===== config.mk =====
export PLATFORM = sky130hd
export DESIGN_NAME = crc_frame_decoder_core_flat
export DESIGN_NICKNAME = d
export VERILOG_FILES = /design/src/sv/cfd_pkg.sv /design/src/sv/cfd_if.sv /design/src/sv/cfd_ram.sv /design/src/sv/cfd_front.sv /design/src/sv/cfd_queue.sv /design/src/sv/cfd_back.sv /design/src/sv/crc_frame_decoder_core.sv /design/src/flat_wrapper.sv
export SDC_FILE = /design/constraint.sdc
export NUM_CORES = 1
export LEC_CHECK = 0
export ABC_CLOCK_PERIOD_IN_PS = 5950
export BUFFER_PORTS_ARGS = -buffer_cell sky130_fd_sc_hd__buf_2
export CORE_MARGIN = 2
export CORE_UTILIZATION = 50
export CTS_CLUSTER_DIAMETER = 50
export CTS_CLUSTER_SIZE = 20
export DETAILED_ROUTE_END_ITERATION = 6
export PLACE_DENSITY_LB_ADDON = 0.1
export SYNTH_ARGS = -nofsm -noshare
export SYNTH_HDL_FRONTEND = slang
export SYNTH_SLANG_ARGS = --single-unit

===== constraint.sdc =====
create_clock -name i_clk -period 5.95 [get_ports i_clk]
set_clock_uncertainty 0.05 [all_clocks]
set_input_delay 0.2975 -clock i_clk [delete_from_list [all_inputs] [get_ports i_clk]]
set_output_delay 0.2975 -clock i_clk [all_outputs]
set_load 0.01 [all_outputs]

===== src/sv/cfd_pkg.sv =====
`default_nettype none
// ----------------------------------------------------------------------------
// cfd_pkg
// Types and constants shared by the frame decoder front, queue and back.
// ----------------------------------------------------------------------------
package cfd_pkg;

    localparam int unsigned HDR_BYTES   = 5;   // SOF, type, seq hi, seq lo, length
    localparam int unsigned FIXED_BYTES = 7;   // header plus two CRC bytes
    localparam int unsigned CNT_W       = 6;   // width of payload_count

    localparam logic [15:0] CRC_INIT = 16'hFFFF;
    localparam logic [15:0] CRC_POLY = 16'hA001;

    typedef enum logic [2:0] {
        ST_OK      = 3'd0,
        ST_BAD_LEN = 3'd1,
        ST_BAD_SOF = 3'd2,
        ST_TOO_BIG = 3'd3,
        ST_BAD_CRC = 3'd4
    } t_status;

    // one closed frame, handed from front to back
    typedef struct packed {
        t_status          status;
        logic [7:0]       frame_type;
        logic [15:0]      seq;
        logic [CNT_W-1:0] count;
        logic             bank;
    } t_desc;

    typedef struct packed {
        logic full;
        logic valid;
    } t_q_stat;

    typedef enum logic {
        BK_HEAD,
        BK_DATA
    } t_back_state;

endpackage
`default_nettype wire


===== src/sv/cfd_if.sv =====
`default_nettype none
// ----------------------------------------------------------------------------
// cfd_in_if / cfd_out_if
// Valid/ready channels for received bytes and for decoded results.
// ----------------------------------------------------------------------------
interface cfd_in_if;
    logic       valid;
    logic       ready;
    logic [7:0] rx_byte;
    logic       end_of_frame;

    modport source (output valid, output rx_byte, output end_of_frame, input ready);
    modport sink   (input valid, input rx_byte, input end_of_frame, output ready);
endinterface

interface cfd_out_if;
    logic       valid;
    logic       ready;
    logic       item_kind;
    logic [2:0] status;
    logic [7:0] frame_type;
    logic [15:0] sequence_number;
    logic [5:0] payload_count;
    logic [7:0] payload_byte;
    logic       last_result;

    modport source (output valid, output item_kind, output status, output frame_type,
                    output sequence_number, output payload_count, output payload_byte,
                    output last_result, input ready);
    modport sink   (input valid, input item_kind, input status, input frame_type,
                    input sequence_number, input payload_count, input payload_byte,
                    input last_result, output ready);
endinterface
`default_nettype wire


===== src/sv/cfd_ram.sv =====
`default_nettype none
// ----------------------------------------------------------------------------
// cfd_ram
// Generic simple dual-port RAM, one write port, one registered read port.
// ----------------------------------------------------------------------------
module cfd_ram #(
    parameter int WIDTH = 8,
    parameter int DEPTH = 64
) (
    input  wire logic                     i_clk,
    input  wire logic                     i_we,
    input  wire logic [$clog2(DEPTH)-1:0] i_waddr,
    input  wire logic [WIDTH-1:0]         i_wdata,
    input  wire logic                     i_re,
    input  wire logic [$clog2(DEPTH)-1:0] i_raddr,
    output logic      [WIDTH-1:0]         o_rdata
);

    logic [WIDTH-1:0] r_mem [DEPTH];

    always_ff @(posedge i_clk) begin
        if (i_we) begin
            r_mem[i_waddr] <= i_wdata;
        end
        if (i_re) begin
            o_rdata <= r_mem[i_raddr];
        end
    end

endmodule
`default_nettype wire


===== src/sv/cfd_front.sv =====
`default_nettype none
// ----------------------------------------------------------------------------
// cfd_front
// Takes frame bytes, tracks header, CRC and payload bank, and on the closing
// byte classifies the frame and pushes a descriptor to the queue.
// ----------------------------------------------------------------------------
module cfd_front #(
    parameter int MAX_PAYLOAD = 32
) (
    input  wire logic                  i_clk,
    input  wire logic                  i_rst_n,
    cfd_in_if.sink                     i_rx,
    input  wire logic [7:0]            i_start_byte,
    input  wire cfd_pkg::t_q_stat      i_q_stat,
    output logic                       o_push,
    output cfd_pkg::t_desc             o_desc,
    input  wire logic                  i_release,
    output logic                       o_ram_we,
    output logic [((MAX_PAYLOAD > 1) ? $clog2(MAX_PAYLOAD) : 1):0] o_ram_waddr,
    output logic [7:0]                 o_ram_wdata
);
    import cfd_pkg::*;

    localparam int IDX_W = (MAX_PAYLOAD > 1) ? $clog2(MAX_PAYLOAD) : 1;
    localparam logic [7:0] MAX_B = 8'(MAX_PAYLOAD);

    function automatic logic [15:0] f_crc_byte(input logic [15:0] crc, input logic [7:0] b);
        logic [15:0] c;
        c = crc ^ {8'h00, b};
        for (int k = 0; k < 8; k++) begin
            c = c[0] ? ((c >> 1) ^ CRC_POLY) : (c >> 1);
        end
        return c;
    endfunction

    logic [7:0]  r_cnt,   n_cnt;
    logic [7:0]  r_first, n_first;
    logic [7:0]  r_type,  n_type;
    logic [15:0] r_seq,   n_seq;
    logic [7:0]  r_len,   n_len;
    logic [15:0] r_crc,   r_h0, r_tail;
    logic [15:0] n_tail;
    logic        r_wbank;
    logic [1:0]  r_busy,  n_busy;

    logic        acc;
    logic        eof;
    logic        grow;
    logic [7:0]  b;
    logic [7:0]  off;
    logic [8:0]  len_plus;
    t_status     stat;

    assign b   = i_rx.rx_byte;
    assign eof = i_rx.end_of_frame;

    // both banks waiting for replay, or no room for a descriptor: hold off
    assign i_rx.ready = !i_q_stat.full && (r_busy != 2'd2);
    assign acc        = i_rx.valid && i_rx.ready;

    always_comb begin
        n_cnt   = (r_cnt == 8'hFF) ? 8'hFF : r_cnt + 8'd1;
        n_first = (r_cnt == 8'd0) ? b : r_first;
        n_type  = (r_cnt == 8'd1) ? b : r_type;
        n_seq   = r_seq;
        if (r_cnt == 8'd2) begin
            n_seq = {b, r_seq[7:0]};
        end else if (r_cnt == 8'd3) begin
            n_seq = {r_seq[15:8], b};
        end
        n_len  = (r_cnt == 8'd4) ? b : r_len;
        n_tail = {r_tail[7:0], b};
    end

    assign len_plus = 9'(FIXED_BYTES) + {1'b0, n_len};

    always_comb begin
        if (n_cnt < 8'(FIXED_BYTES)) begin
            stat = ST_BAD_LEN;
        end else if (n_first != i_start_byte) begin
            stat = ST_BAD_SOF;
        end else if (n_len > MAX_B) begin
            stat = ST_TOO_BIG;
        end else if ({1'b0, n_cnt} != len_plus) begin
            stat = ST_BAD_LEN;
        end else if (n_tail != r_h0) begin
            // CRC over all bytes before the two trailing ones
            stat = ST_BAD_CRC;
        end else begin
            stat = ST_OK;
        end
    end

    assign off         = r_cnt - 8'(HDR_BYTES);
    assign o_ram_we    = acc && (r_cnt >= 8'(HDR_BYTES)) && (off < MAX_B);
    assign o_ram_waddr = {r_wbank, off[IDX_W-1:0]};
    assign o_ram_wdata = b;

    assign o_push            = acc && eof;
    assign o_desc.status     = stat;
    assign o_desc.frame_type = (stat == ST_OK) ? n_type : 8'd0;
    assign o_desc.seq        = (stat == ST_OK) ? n_seq : 16'd0;
    assign o_desc.count      = (stat == ST_OK) ? n_len[CNT_W-1:0] : '0;
    assign o_desc.bank       = r_wbank;

    // only good frames with payload hold a bank until replayed
    assign grow = o_push && (stat == ST_OK) && (n_len != 8'd0);

    always_comb begin
        n_busy = r_busy;
        if (grow && !i_release) begin
            n_busy = r_busy + 2'd1;
        end else if (!grow && i_release) begin
            n_busy = r_busy - 2'd1;
        end
    end

    always_ff @(posedge i_clk) begin
        if (!i_rst_n) begin
            r_cnt   <= 8'd0;
            r_first <= 8'd0;
            r_type  <= 8'd0;
            r_seq   <= 16'd0;
            r_len   <= 8'd0;
            r_crc   <= CRC_INIT;
            r_h0    <= CRC_INIT;
            r_tail  <= 16'd0;
            r_wbank <= 1'b0;
            r_busy  <= 2'd0;
        end else begin
            r_busy <= n_busy;
            if (grow) begin
                r_wbank <= !r_wbank;
            end
            if (acc) begin
                if (eof) begin
                    r_cnt   <= 8'd0;
                    r_first <= 8'd0;
                    r_type  <= 8'd0;
                    r_seq   <= 16'd0;
                    r_len   <= 8'd0;
                    r_crc   <= CRC_INIT;
                    r_h0    <= CRC_INIT;
                    r_tail  <= 16'd0;
                end else begin
                    r_cnt   <= n_cnt;
                    r_first <= n_first;
                    r_type  <= n_type;
                    r_seq   <= n_seq;
                    r_len   <= n_len;
                    r_crc   <= f_crc_byte(r_crc, b);
                    r_h0    <= r_crc;
                    r_tail  <= n_tail;
                end
            end
        end
    end

endmodule
`default_nettype wire


===== src/sv/cfd_queue.sv =====
`default_nettype none
// ----------------------------------------------------------------------------
// cfd_queue
// Two-entry descriptor queue between frame front and result back.
// ----------------------------------------------------------------------------
module cfd_queue (
    input  wire logic             i_clk,
    input  wire logic             i_rst_n,
    input  wire logic             i_push,
    input  wire cfd_pkg::t_desc   i_desc,
    input  wire logic             i_pop,
    output cfd_pkg::t_desc        o_desc,
    output cfd_pkg::t_q_stat      o_stat
);
    import cfd_pkg::*;

    t_desc      r_mem [2];
    logic       r_wp;
    logic       r_rp;
    logic [1:0] r_cnt;

    assign o_desc       = r_mem[r_rp];
    assign o_stat.valid = (r_cnt != 2'd0);
    assign o_stat.full  = (r_cnt == 2'd2);

    always_ff @(posedge i_clk) begin
        if (i_push) begin
            r_mem[r_wp] <= i_desc;
        end
    end

    always_ff @(posedge i_clk) begin
        if (!i_rst_n) begin
            r_wp  <= 1'b0;
            r_rp  <= 1'b0;
            r_cnt <= 2'd0;
        end else begin
            if (i_push) begin
                r_wp <= !r_wp;
            end
            if (i_pop) begin
                r_rp <= !r_rp;
            end
            if (i_push && !i_pop) begin
                r_cnt <= r_cnt + 2'd1;
            end else if (!i_push && i_pop) begin
                r_cnt <= r_cnt - 2'd1;
            end
        end
    end

endmodule
`default_nettype wire


===== src/sv/cfd_back.sv =====
`default_nettype none
// ----------------------------------------------------------------------------
// cfd_back
// Pops frame descriptors, sends the status result and replays the payload
// bank through the output register.
// ----------------------------------------------------------------------------
module cfd_back #(
    parameter int MAX_PAYLOAD = 32
) (
    input  wire logic                  i_clk,
    input  wire logic                  i_rst_n,
    input  wire cfd_pkg::t_q_stat      i_q_stat,
    input  wire cfd_pkg::t_desc        i_desc,
    output logic                       o_pop,
    output logic                       o_ram_re,
    output logic [((MAX_PAYLOAD > 1) ? $clog2(MAX_PAYLOAD) : 1):0] o_ram_raddr,
    input  wire logic [7:0]            i_ram_rdata,
    output logic                       o_release,
    cfd_out_if.source                  o_res
);
    import cfd_pkg::*;

    localparam int IDX_W = (MAX_PAYLOAD > 1) ? $clog2(MAX_PAYLOAD) : 1;

    t_back_state      r_state, n_state;
    logic             r_bank;
    logic [CNT_W-1:0] r_cnt;
    logic [CNT_W-1:0] r_idx;
    logic [CNT_W-1:0] idx_next;

    logic        r_ov;
    logic        r_kind;
    logic [2:0]  r_status;
    logic [7:0]  r_type;
    logic [15:0] r_seq;
    logic [5:0]  r_count;
    logic [7:0]  r_byte;
    logic        r_last;

    logic out_free;
    logic has_data;
    logic last_byte;
    logic ld_head;
    logic ld_data;

    assign out_free  = !r_ov || o_res.ready;
    assign has_data  = (i_desc.status == ST_OK) && (i_desc.count != '0);
    assign idx_next  = r_idx + CNT_W'(1);
    assign last_byte = (idx_next == r_cnt);

    // next state
    always_comb begin
        n_state = r_state;
        case (r_state)
            BK_HEAD: begin
                if (i_q_stat.valid && out_free && has_data) begin
                    n_state = BK_DATA;
                end
            end
            BK_DATA: begin
                if (out_free && last_byte) begin
                    n_state = BK_HEAD;
                end
            end
            default: n_state = BK_HEAD;
        endcase
    end

    // outputs
    always_comb begin
        ld_head     = 1'b0;
        ld_data     = 1'b0;
        o_pop       = 1'b0;
        o_ram_re    = 1'b0;
        o_release   = 1'b0;
        o_ram_raddr = {r_bank, idx_next[IDX_W-1:0]};
        case (r_state)
            BK_HEAD: begin
                if (i_q_stat.valid && out_free) begin
                    ld_head     = 1'b1;
                    o_pop       = 1'b1;
                    o_ram_re    = has_data;
                    o_ram_raddr = {i_desc.bank, {IDX_W{1'b0}}};
                end
            end
            BK_DATA: begin
                if (out_free) begin
                    ld_data   = 1'b1;
                    o_release = last_byte;
                    o_ram_re  = !last_byte;  // prefetch the following byte
                end
            end
            default: ;
        endcase
    end

    always_ff @(posedge i_clk) begin
        if (!i_rst_n) begin
            r_state <= BK_HEAD;
            r_ov    <= 1'b0;
        end else begin
            r_state <= n_state;
            if (ld_head || ld_data) begin
                r_ov <= 1'b1;
            end else if (o_res.ready) begin
                r_ov <= 1'b0;
            end
        end
    end

    always_ff @(posedge i_clk) begin
        if (ld_head) begin
            r_bank   <= i_desc.bank;
            r_cnt    <= i_desc.count;
            r_idx    <= '0;
            r_kind   <= 1'b0;
            r_status <= i_desc.status;
            r_type   <= i_desc.frame_type;
            r_seq    <= i_desc.seq;
            r_count  <= i_desc.count;
            r_byte   <= 8'd0;
            r_last   <= !has_data;
        end else if (ld_data) begin
            r_idx    <= idx_next;
            r_kind   <= 1'b1;
            r_status <= ST_OK;
            r_type   <= 8'd0;
            r_seq    <= 16'd0;
            r_count  <= '0;
            r_byte   <= i_ram_rdata;
            r_last   <= last_byte;
        end
    end

    assign o_res.valid           = r_ov;
    assign o_res.item_kind       = r_kind;
    assign o_res.status          = r_status;
    assign o_res.frame_type      = r_type;
    assign o_res.sequence_number = r_seq;
    assign o_res.payload_count   = r_count;
    assign o_res.payload_byte    = r_byte;
    assign o_res.last_result     = r_last;

endmodule
`default_nettype wire


===== src/sv/crc_frame_decoder_core.sv =====
`default_nettype none
// ----------------------------------------------------------------------------
// crc_frame_decoder_core
// Frame parser: SOF, type, sequence, length, payload, CRC-16/MODBUS check.
// ----------------------------------------------------------------------------
// Usage:
//  i_rx carries one frame byte per transfer, end_of_frame set on the last one.
//  o_res carries results: one status/header item per frame, then for a good
//  frame its payload bytes, last_result on the final item of the frame.
//  i_cfg_we/i_cfg_wdata set the expected start byte (0xAA after reset);
//  write it only while the decoder is idle.
// Timing:
//  One byte per cycle is taken on i_rx while ready is high. The status item
//  passes the descriptor queue and output register after the closing byte's
//  transfer; payload bytes follow one per cycle while o_res is ready, paced
//  by the payload RAM read port, while the next frame streams in. Payload RAM
//  holds two banks, so two good frames may await replay; both banks awaiting
//  replay, or a full queue, hold i_rx.ready low until the back end catches up.
// Reset: synchronous, active low; the parser and queue are emptied and no
//  RAM clearing is needed. A stalled o_res simply backs up into the queue.
// ----------------------------------------------------------------------------
module crc_frame_decoder_core #(
    parameter int MAX_PAYLOAD = 32
) (
    input  wire logic i_clk,
    input  wire logic i_rst_n,
    cfd_in_if.sink    i_rx,
    cfd_out_if.source o_res,
    input  wire logic       i_cfg_we,
    input  wire logic [7:0] i_cfg_wdata
);
    import cfd_pkg::*;

    localparam int IDX_W     = (MAX_PAYLOAD > 1) ? $clog2(MAX_PAYLOAD) : 1;
    localparam int RAM_DEPTH = 2 ** (IDX_W + 1);

    logic [7:0]   r_start_byte;
    logic         w_push;
    logic         w_pop;
    logic         w_release;
    t_desc        w_desc_in;
    t_desc        w_desc_out;
    t_q_stat      w_q_stat;
    logic         w_ram_we;
    logic         w_ram_re;
    logic [IDX_W:0] w_ram_waddr;
    logic [IDX_W:0] w_ram_raddr;
    logic [7:0]   w_ram_wdata;
    logic [7:0]   w_ram_rdata;

    always_ff @(posedge i_clk) begin
        if (!i_rst_n) begin
            r_start_byte <= 8'hAA;
        end else if (i_cfg_we) begin
            r_start_byte <= i_cfg_wdata;
        end
    end

    cfd_front #(.MAX_PAYLOAD(MAX_PAYLOAD)) u_front (
        .i_clk        (i_clk),
        .i_rst_n      (i_rst_n),
        .i_rx         (i_rx),
        .i_start_byte (r_start_byte),
        .i_q_stat     (w_q_stat),
        .o_push       (w_push),
        .o_desc       (w_desc_in),
        .i_release    (w_release),
        .o_ram_we     (w_ram_we),
        .o_ram_waddr  (w_ram_waddr),
        .o_ram_wdata  (w_ram_wdata)
    );

    cfd_queue u_queue (
        .i_clk   (i_clk),
        .i_rst_n (i_rst_n),
        .i_push  (w_push),
        .i_desc  (w_desc_in),
        .i_pop   (w_pop),
        .o_desc  (w_desc_out),
        .o_stat  (w_q_stat)
    );

    cfd_ram #(.WIDTH(8), .DEPTH(RAM_DEPTH)) u_ram (
        .i_clk   (i_clk),
        .i_we    (w_ram_we),
        .i_waddr (w_ram_waddr),
        .i_wdata (w_ram_wdata),
        .i_re    (w_ram_re),
        .i_raddr (w_ram_raddr),
        .o_rdata (w_ram_rdata)
    );

    cfd_back #(.MAX_PAYLOAD(MAX_PAYLOAD)) u_back (
        .i_clk       (i_clk),
        .i_rst_n     (i_rst_n),
        .i_q_stat    (w_q_stat),
        .i_desc      (w_desc_out),
        .o_pop       (w_pop),
        .o_ram_re    (w_ram_re),
        .o_ram_raddr (w_ram_raddr),
        .i_ram_rdata (w_ram_rdata),
        .o_release   (w_release),
        .o_res       (o_res)
    );

    a_no_push_full: assert property (@(posedge i_clk) disable iff (!i_rst_n)
        w_push |-> !w_q_stat.full)
        else $error("descriptor pushed into a full queue");

    a_no_pop_empty: assert property (@(posedge i_clk) disable iff (!i_rst_n)
        w_pop |-> w_q_stat.valid)
        else $error("descriptor popped from an empty queue");

    a_bad_is_last: assert property (@(posedge i_clk) disable iff (!i_rst_n)
        (o_res.valid && !o_res.item_kind && (o_res.status != ST_OK)) |-> o_res.last_result)
        else $error("failed frame status not marked last");

    a_release_last: assert property (@(posedge i_clk) disable iff (!i_rst_n)
        w_release |=> (o_res.valid && o_res.item_kind && o_res.last_result))
        else $error("payload bank released before final byte was loaded");

endmodule
`default_nettype wire

===== src/flat_wrapper.sv =====
// flat-port wrapper written by rule: the top's interface ports become plain ports
module crc_frame_decoder_core_flat import cfd_pkg::*;
#(
    parameter int MAX_PAYLOAD = 32
)
  (i_clk, i_rst_n, i_cfg_we, i_cfg_wdata, i_rx_valid, i_rx_rx_byte, i_rx_end_of_frame, i_rx_ready, o_res_valid, o_res_item_kind, o_res_status, o_res_frame_type, o_res_sequence_number, o_res_payload_count, o_res_payload_byte, o_res_last_result, o_res_ready);
  cfd_in_if i_rx_i ();
  cfd_out_if o_res_i ();
  input  wire logic i_clk;
  input  wire logic i_rst_n;
  input  wire logic i_cfg_we;
  input  wire logic [7:0] i_cfg_wdata;
  input wire logic [$bits(i_rx_i.valid)-1:0] i_rx_valid;
  input wire logic [$bits(i_rx_i.rx_byte)-1:0] i_rx_rx_byte;
  input wire logic [$bits(i_rx_i.end_of_frame)-1:0] i_rx_end_of_frame;
  output wire logic [$bits(i_rx_i.ready)-1:0] i_rx_ready;
  output wire logic [$bits(o_res_i.valid)-1:0] o_res_valid;
  output wire logic [$bits(o_res_i.item_kind)-1:0] o_res_item_kind;
  output wire logic [$bits(o_res_i.status)-1:0] o_res_status;
  output wire logic [$bits(o_res_i.frame_type)-1:0] o_res_frame_type;
  output wire logic [$bits(o_res_i.sequence_number)-1:0] o_res_sequence_number;
  output wire logic [$bits(o_res_i.payload_count)-1:0] o_res_payload_count;
  output wire logic [$bits(o_res_i.payload_byte)-1:0] o_res_payload_byte;
  output wire logic [$bits(o_res_i.last_result)-1:0] o_res_last_result;
  input wire logic [$bits(o_res_i.ready)-1:0] o_res_ready;
  assign i_rx_i.valid = i_rx_valid;
  assign i_rx_i.rx_byte = i_rx_rx_byte;
  assign i_rx_i.end_of_frame = i_rx_end_of_frame;
  assign i_rx_ready = i_rx_i.ready;
  assign o_res_valid = o_res_i.valid;
  assign o_res_item_kind = o_res_i.item_kind;
  assign o_res_status = o_res_i.status;
  assign o_res_frame_type = o_res_i.frame_type;
  assign o_res_sequence_number = o_res_i.sequence_number;
  assign o_res_payload_count = o_res_i.payload_count;
  assign o_res_payload_byte = o_res_i.payload_byte;
  assign o_res_last_result = o_res_i.last_result;
  assign o_res_i.ready = o_res_ready;
  crc_frame_decoder_core #(.MAX_PAYLOAD(MAX_PAYLOAD)) u_core (.i_clk(i_clk), .i_rst_n(i_rst_n), .i_rx(i_rx_i), .o_res(o_res_i), .i_cfg_we(i_cfg_we), .i_cfg_wdata(i_cfg_wdata));
endmodule

==> metrics.md, run 1 <==
| Metric | Value |
|---|---|
| Status | complete, no violations |
| Count leader, synth | edfxtp_1 |
| Ports | 67 |
| Number of enable flip-flop cells after synthesis | 629 |
| Core area | 62,700 um2 |
| Setup Buffers After CTS | 0 |
| RSZ-0062 raised after global routing | no |
| Max-cap viol count | 0 |
| Hold_buf cts | 12 |
| Nets | 2,482 |
| Starting Density | 0.503 |
| PortBufs | 66 |
| Routed Antenna Nets | 0 |
| Drt wl/cell | 26.6 um |
| Ant. Diodes | 0 |
| Top post-synthesis cells by area | edfxtp_1, dfxtp_1, nand2_1, mux2i_1, nor2_1 |
| Pwr/cell area | 369 nW/um2 |
| Reg power frac | 0.465 |
| Cell Rows | 92 |
| Final period utilization | 0.851 |
| Clock buffer depth | 3 |
| CP most frequent cell | ha_1 |
| Worst r2r src | u_core.u_front.r_cnt[0] |
| Hold crit path type | in -> reg |
| Die area | 65,200 um2 |
| First-pass GRT wire length | 132,000 um |
| Final min period | 5.06 ns |
| LEAKAGE | 11.6 nW |
| Pint | 0.00939 W |
| Max VDD drop | 0.276 mV |
| Post-synth top area share | 0.598 |
| GPL Wtd Cong | 0.904 |
| Dpl hpwl | 55,800 um |
| Clock power frac | 0.373 |
| Final WS setup | 0.887 ns |
| Die height | 255 um |
| Vias per std cell | 6.15 |
| Number of global-route vias before repair | 19,900 |
| Post-synth cell types | 83 |
| Fin. max-slew vios | 0 |
| CP top delay family | simple AND/OR/NAND/NOR gates |
| Clk sinks | 745 |
| Max frequency | 198 MHz |
| Worst slack, placed | 0.963 ns |
| Pre-Repair DR Iteration Count | 6 |
| Largest area contributor in the netlist | edfxtp_1 |
| Hold wc startpoint | i_cfg_we |
| Initial DRC count | 2,142 |
| Cts repair resizes | 0 |
| DRC Markers | 0 |
| Largest net degree at the start of global routing | 145 |
| Finish-stage setup viols | 0 |
| GRT overflow | 0 |
| Fillers | 5,104 |
| Routed wire length | 89,200 um |
| Chip Width | 255 um |
| Root buffer cell | clkbuf_16 |
| Buf/Inv on CP | 1 |
| Layout area overhead | 12.4% |
| Synth Warn # | 0 |
| Critical path, cell by cell | inv_1 > ha_1 > and4bb_2 > nand2_2 > mux2i_1 > ha_1 > or4b_1 > a211oi_1 > mux2_2 > o211ai_1 > nor4_2 > nand3_1 > nor3_1 > ha_1 > or3_1 > a21boi_0 |
| Worst slew pin tran | 1.20 ns |
| Sequential-to-total area share from yosys stat | 0.672 |
| Post-Syn Area | 31,600 um2 |
| Syn_nets | 2,432 |
| Hold Slack | 0.0321 ns |
| H-tree depth | 3 |
| CP peak stage delay | 0.57 ns |
| Setup crit start | u_core.u_front.r_cnt[0] |
| Share of layout cells above drive strength 1 | 0.141 |
| Worst-path clk slew | 0.06 ns |
| Primary FF master, synth | edfxtp_1 |
| Relative slew slack | 0.188 |
| Clock latency on the worst-skew pair | 0.61 ns |
| Slowest stage cell on the critical path | dfxtp_1 |
| CP Max Fanout | 13 |
| Combinational share of power | 0.162 |
| Setup_tns | 0 ns |
| Switching Share | 0.283 |
| Routed vias | 20,600 |
| WS Path Type | reg -> reg |
| Ys async rst share | 0 |
| Total CTS buffers | 73 |
| Seq cells post-synth | 745 |
| Avg Inst Size Synth | 13.2 um2 |
| WP data required | 6.42 ns |
| TritonCTS clock tree | yes |
| Syn Inst Count | 2,400 |
| Startpoint types | flip-flop |
| GRT Total Usage | 0.276 |
| Switching pwr | 0.00371 W |
| Critical Path End Type | flip-flop |
| Post-synth top cells | edfxtp_1, nand2_1, nor2_1 |
| Arr. time, crit path | 5.54 ns |
| Final hold vios | 0 |
| Initial antenna violation count | 0 |
## cells by family (layout without fill, tap and decap cells)
family,after synthesis,count (layout),synth area share
AND/OR/NAND/NOR,746,746,0.113
flip-flops,745,745,0.672
AO/OA/AOI/OAI,489,489,0.106
buffers and inverters,196,303,0.0259
multiplexers,138,138,0.0560
XOR/XNOR,76,76,0.0229
adder cells (fa/ha/maj),10,10,0.00396
## power groups by stage
stage / Clock [W] / Combinational, W / Sequential, W
after global placement: 0 / 0.00207 / 0.00620
after global routing: 0.00512 / 0.00227 / 0.00612
after floorplan: 0 / 0.00119 / 0.00625
after detailed placement: 0 / 0.00210 / 0.00621
final: 0.00488 / 0.00213 / 0.00609
after CTS: 0.00494 / 0.00212 / 0.00609
## tightest hold or removal path, delay by kind of cell
| kind | cells | cell delay [ns] |
|---|---|---|
| buffers and inverters | 1 | 0.18 |
| muxes | 1 | 0.14 |
| and+or+nand+nor | 1 | 0.06 |
## cell type report
| class | count | area, um2 | share of cell area |
|---|---|---|---|
| Sequential cell | 745 | 21200 | 0.598 |
| Inverter | 37 | 139 | 0.00392 |
| Tap cell | 846 | 1060 | 0.0298 |
| Clock buffer | 86 | 1960 | 0.0552 |
| Multi-Input combinational cell | 1459 | 9630 | 0.271 |
| Clock inverter | 46 | 588 | 0.0166 |
| Timing Repair Buffer | 134 | 883 | 0.0249 |
## flip-flops by register name, indices dropped and copies added, names as in the netlist, 11 cells and up, named ones only
register,flops
u_core.u_back.o_res.sequence_number,16
u_core.u_front.r_crc,11
u_core.u_front.r_h0,16
u_core.u_front.r_seq,16
u_core.u_queue.r_mem,68
u_core.u_ram.r_mem,512
## through the flow
stage | utilization | area, um2 | std cells | total power, W
after floorplan | - | 31600 | 2400 | 0.00743
after global placement | 0.523 | 32800 | 3209 | 0.00827
after detailed placement | 0.523 | 32800 | 3209 | 0.00831
after CTS | 0.565 | 35500 | 3353 | 0.0131
after global routing | 0.565 | 35500 | 3353 | 0.0135
final | 0.565 | 35500 | 3353 | 0.0131
## path summary, 6_finish.rpt
path                                              end  slack [ns]  depth (start not counted)
setup / recovery             u_core.u_front.r_busy[1]        0.89                         16
hold / removal                 u_core.r_start_byte[7]        0.03                          3
setup reg to reg             u_core.u_front.r_busy[1]        0.89                         16
hold reg to reg   u_core.u_back.o_res.payload_byte[5]        0.39                          2
## cell usage in the layout, fill, tap and decap left out, drive strengths merged, types with 76 or more instances in the layout
cell    Yosys  routed
nand3      76      76
buf        53     122
dfxtp     116     116
o21ai      76      76
edfxtp    629     629
nor2      204     204
clkbuf    106      86
nand2     258     258
a21oi      91      91
mux2i      91      91
## layer usage
layer | global-route usage | up-vias | wire, um
li1 | - | 9185 | -
met1 | 0.373 | 10300 | 36400
met2 | 0.449 | 898 | 42500
met3 | 0.0423 | 203 | 6590
met4 | 0.112 | 0 | 3680
met5 | 0 | - | 0
No activity file was read; power rests on OpenSTA's default activity.
==> run 2, diff against run 1 <==
--- a/config.mk
+++ b/config.mk
@@ -12,7 +12,7 @@
 export CTS_CLUSTER_DIAMETER = 50
 export CTS_CLUSTER_SIZE = 20
 export DETAILED_ROUTE_END_ITERATION = 6
-export PLACE_DENSITY_LB_ADDON = 0.1
+export PLACE_DENSITY = 0.69
 export SYNTH_ARGS = -nofsm -noshare
 export SYNTH_HDL_FRONTEND = slang
 export SYNTH_SLANG_ARGS = --single-unit
==> metrics.md, run 2 (synthesized netlist as in run 1, its figures left out) <==
| Metric | Value |
|---|---|
| Vias per std cell | 6.27 |
| Max VDD drop | 0.247 mV |
| CP Max Fanout | 13 |
| Reg area | 21,200 um2 |
| Startpoint types | flip-flop |
| DRC Markers | 0 |
| Reg power frac | 0.482 |
| Biggest regs | u_core.u_ram.r_mem x512, u_core.u_queue.r_mem x68 |
| WP data required | 6.45 ns |
| Number of global-route vias before repair | 20,300 |
| Ports | 67 |
| Pre-Repair DR Iteration Count | 6 |
| Max reg flops | 512 |
| Combinational share of power | 0.157 |
| CP most frequent cell | ha_1 |
| Slowest stage cell on the critical path | dfxtp_1 |
| Cts repair resizes | 0 |
| Root buffer cell | clkbuf_16 |
| Initial antenna violation count | 1 |
| Die height | 255 um |
| Total CTS buffers | 67 |
| Arr. time, crit path | 5.63 ns |
| Setup_tns | 0 ns |
| Clock buffer depth | 3 |
| Layout area overhead | 11.5% |
| Critical path, cell by cell | inv_1 > ha_1 > and4bb_2 > nand2_2 > mux2i_1 > ha_1 > or4b_1 > a211oi_1 > mux2_2 > o211ai_1 > nor4_2 > nand3_1 > nor3_1 > ha_1 > or3_1 > a21boi_0 |
| Worst r2r src | u_core.u_front.r_cnt[0] |
| Relative slew slack | 0.149 |
| CP top delay family | simple AND/OR/NAND/NOR gates |
| Worst slew pin tran | 1.27 ns |
| Core area | 62,700 um2 |
| GRT overflow | 0 |
| Area of the multi-input gates | 9620 um2 |
| WS Path Type | reg -> reg |
| Clock power frac | 0.362 |
| Final period utilization | 0.862 |
| Routed wire length | 86,900 um |
| Fillers | 5,023 |
| RSZ-0062 raised after global routing | no |
| Switching Share | 0.285 |
| Dpl hpwl | 53,800 um |
| Final min period | 5.13 ns |
| Ant. Diodes | 0 |
| Drt wl/cell | 26.1 um |
| Routed vias | 20,900 |
| Status | complete, no violations |
| Final hold vios | 0 |
| Max frequency | 195 MHz |
| Routed Antenna Nets | 0 |
| Finish-stage setup viols | 0 |
| Clk sinks | 745 |
| Share of layout cells above drive strength 1 | 0.136 |
| GPL Wtd Cong | 0.904 |
| Clock latency on the worst-skew pair | 0.63 ns |
| Max-cap viol count | 0 |
| Nets | 2,464 |
| Switching pwr | 0.00362 W |
| Commonest non-fill, non-tap cell in the layout | edfxtp_1 |
| LEAKAGE | 11.4 nW |
| Die area | 65,200 um2 |
| Most frequent cells in the layout | edfxtp_1, nand2_1, nor2_1 |
| Final WS setup | 0.820 ns |
| GRT Total Usage | 0.267 |
| Buf/Inv on CP | 1 |
| Cell Rows | 92 |
| Worst-path clk slew | 0.07 ns |
| Hold wc startpoint | i_cfg_we |
| Hold crit path type | in -> reg |
| Chip Width | 255 um |
| Starting Density | 0.503 |
| Worst slack, placed | 0.861 ns |
| Setup Buffers After CTS | 0 |
| TritonCTS clock tree | yes |
| First-pass GRT wire length | 128,000 um |
| Largest net degree at the start of global routing | 82 |
| Biggest register | u_core.u_ram.r_mem |
| Initial DRC count | 2,741 |
| Setup crit start | u_core.u_front.r_cnt[0] |
| CP peak stage delay | 0.56 ns |
| Pint | 0.00910 W |
| Fin. max-slew vios | 0 |
| Critical Path End Type | flip-flop |
| H-tree depth | 3 |
| Pwr/cell area | 362 nW/um2 |
| Hold_buf cts | 9 |
| PortBufs | 66 |
## run 2: cell types whose count changed in the layout (fill, tap and decap cells not counted), sizes merged
cell         previous run  this run
bufinv                  6         5
clkbuf                 86        71
inv                    58        57
dlygate4sd3            12         9
buf                   122       113
clkinvlp                1         9
## run 2: power groups by stage
stage          combinational (W)  sequential, W  clock, W
2_1_floorplan            0.00119        0.00625         0
3_3_place_gp             0.00192        0.00624         0
3_5_place_dp             0.00195        0.00625         0
4_1_cts                  0.00197        0.00613   0.00464
5_1_grt                  0.00213        0.00615   0.00484
6_report                 0.00199        0.00613   0.00460
## run 2: layer usage
metal	share of wire	track usage
met5	0.00010	0
met3	0.096	0.0516
met2	0.47	0.423
met1	0.38	0.353
met4	0.052	0.135
## run 2: path summary, 6_finish.rpt
check,end,slack (ns),cells past startpoint
max,u_core.u_front.r_busy[1],0.82,16
min,u_core.r_start_byte[5],0.02,3
max reg2reg,u_core.u_front.r_busy[1],0.82,16
min reg2reg,u_core.u_back.o_res.payload_byte[3],0.41,2
## run 2: through the flow
step | std cells | hold WS [ns] | total power [W] | area, um2 | utilization
2_1_floorplan | 2400 | 0.346 | 0.00743 | 31600 | -
3_3_place_gp | 3200 | 0.394 | 0.00816 | 32700 | 0.522
3_5_place_dp | 3200 | 0.400 | 0.00820 | 32700 | 0.522
4_1_cts | 3332 | 0.00112 | 0.0127 | 35200 | 0.561
5_1_grt | 3332 | 0.0245 | 0.0131 | 35200 | 0.561
6_report | 3332 | 0.0185 | 0.0127 | 35200 | 0.561
## run 2: area by class of cell
type,instances,share of cell area
inverter,37,0.00395
clock buffer,71,0.0493
sequential,745,0.603
tap,846,0.0301
clock inverter,52,0.0178
multi-input combinational,1459,0.273
timing repair buffer,122,0.0227
## run 2: tightest hold or removal path: stages
cell,delay [ns]
buf_2,0.18
mux2i_1,0.14
nand2_1,0.06
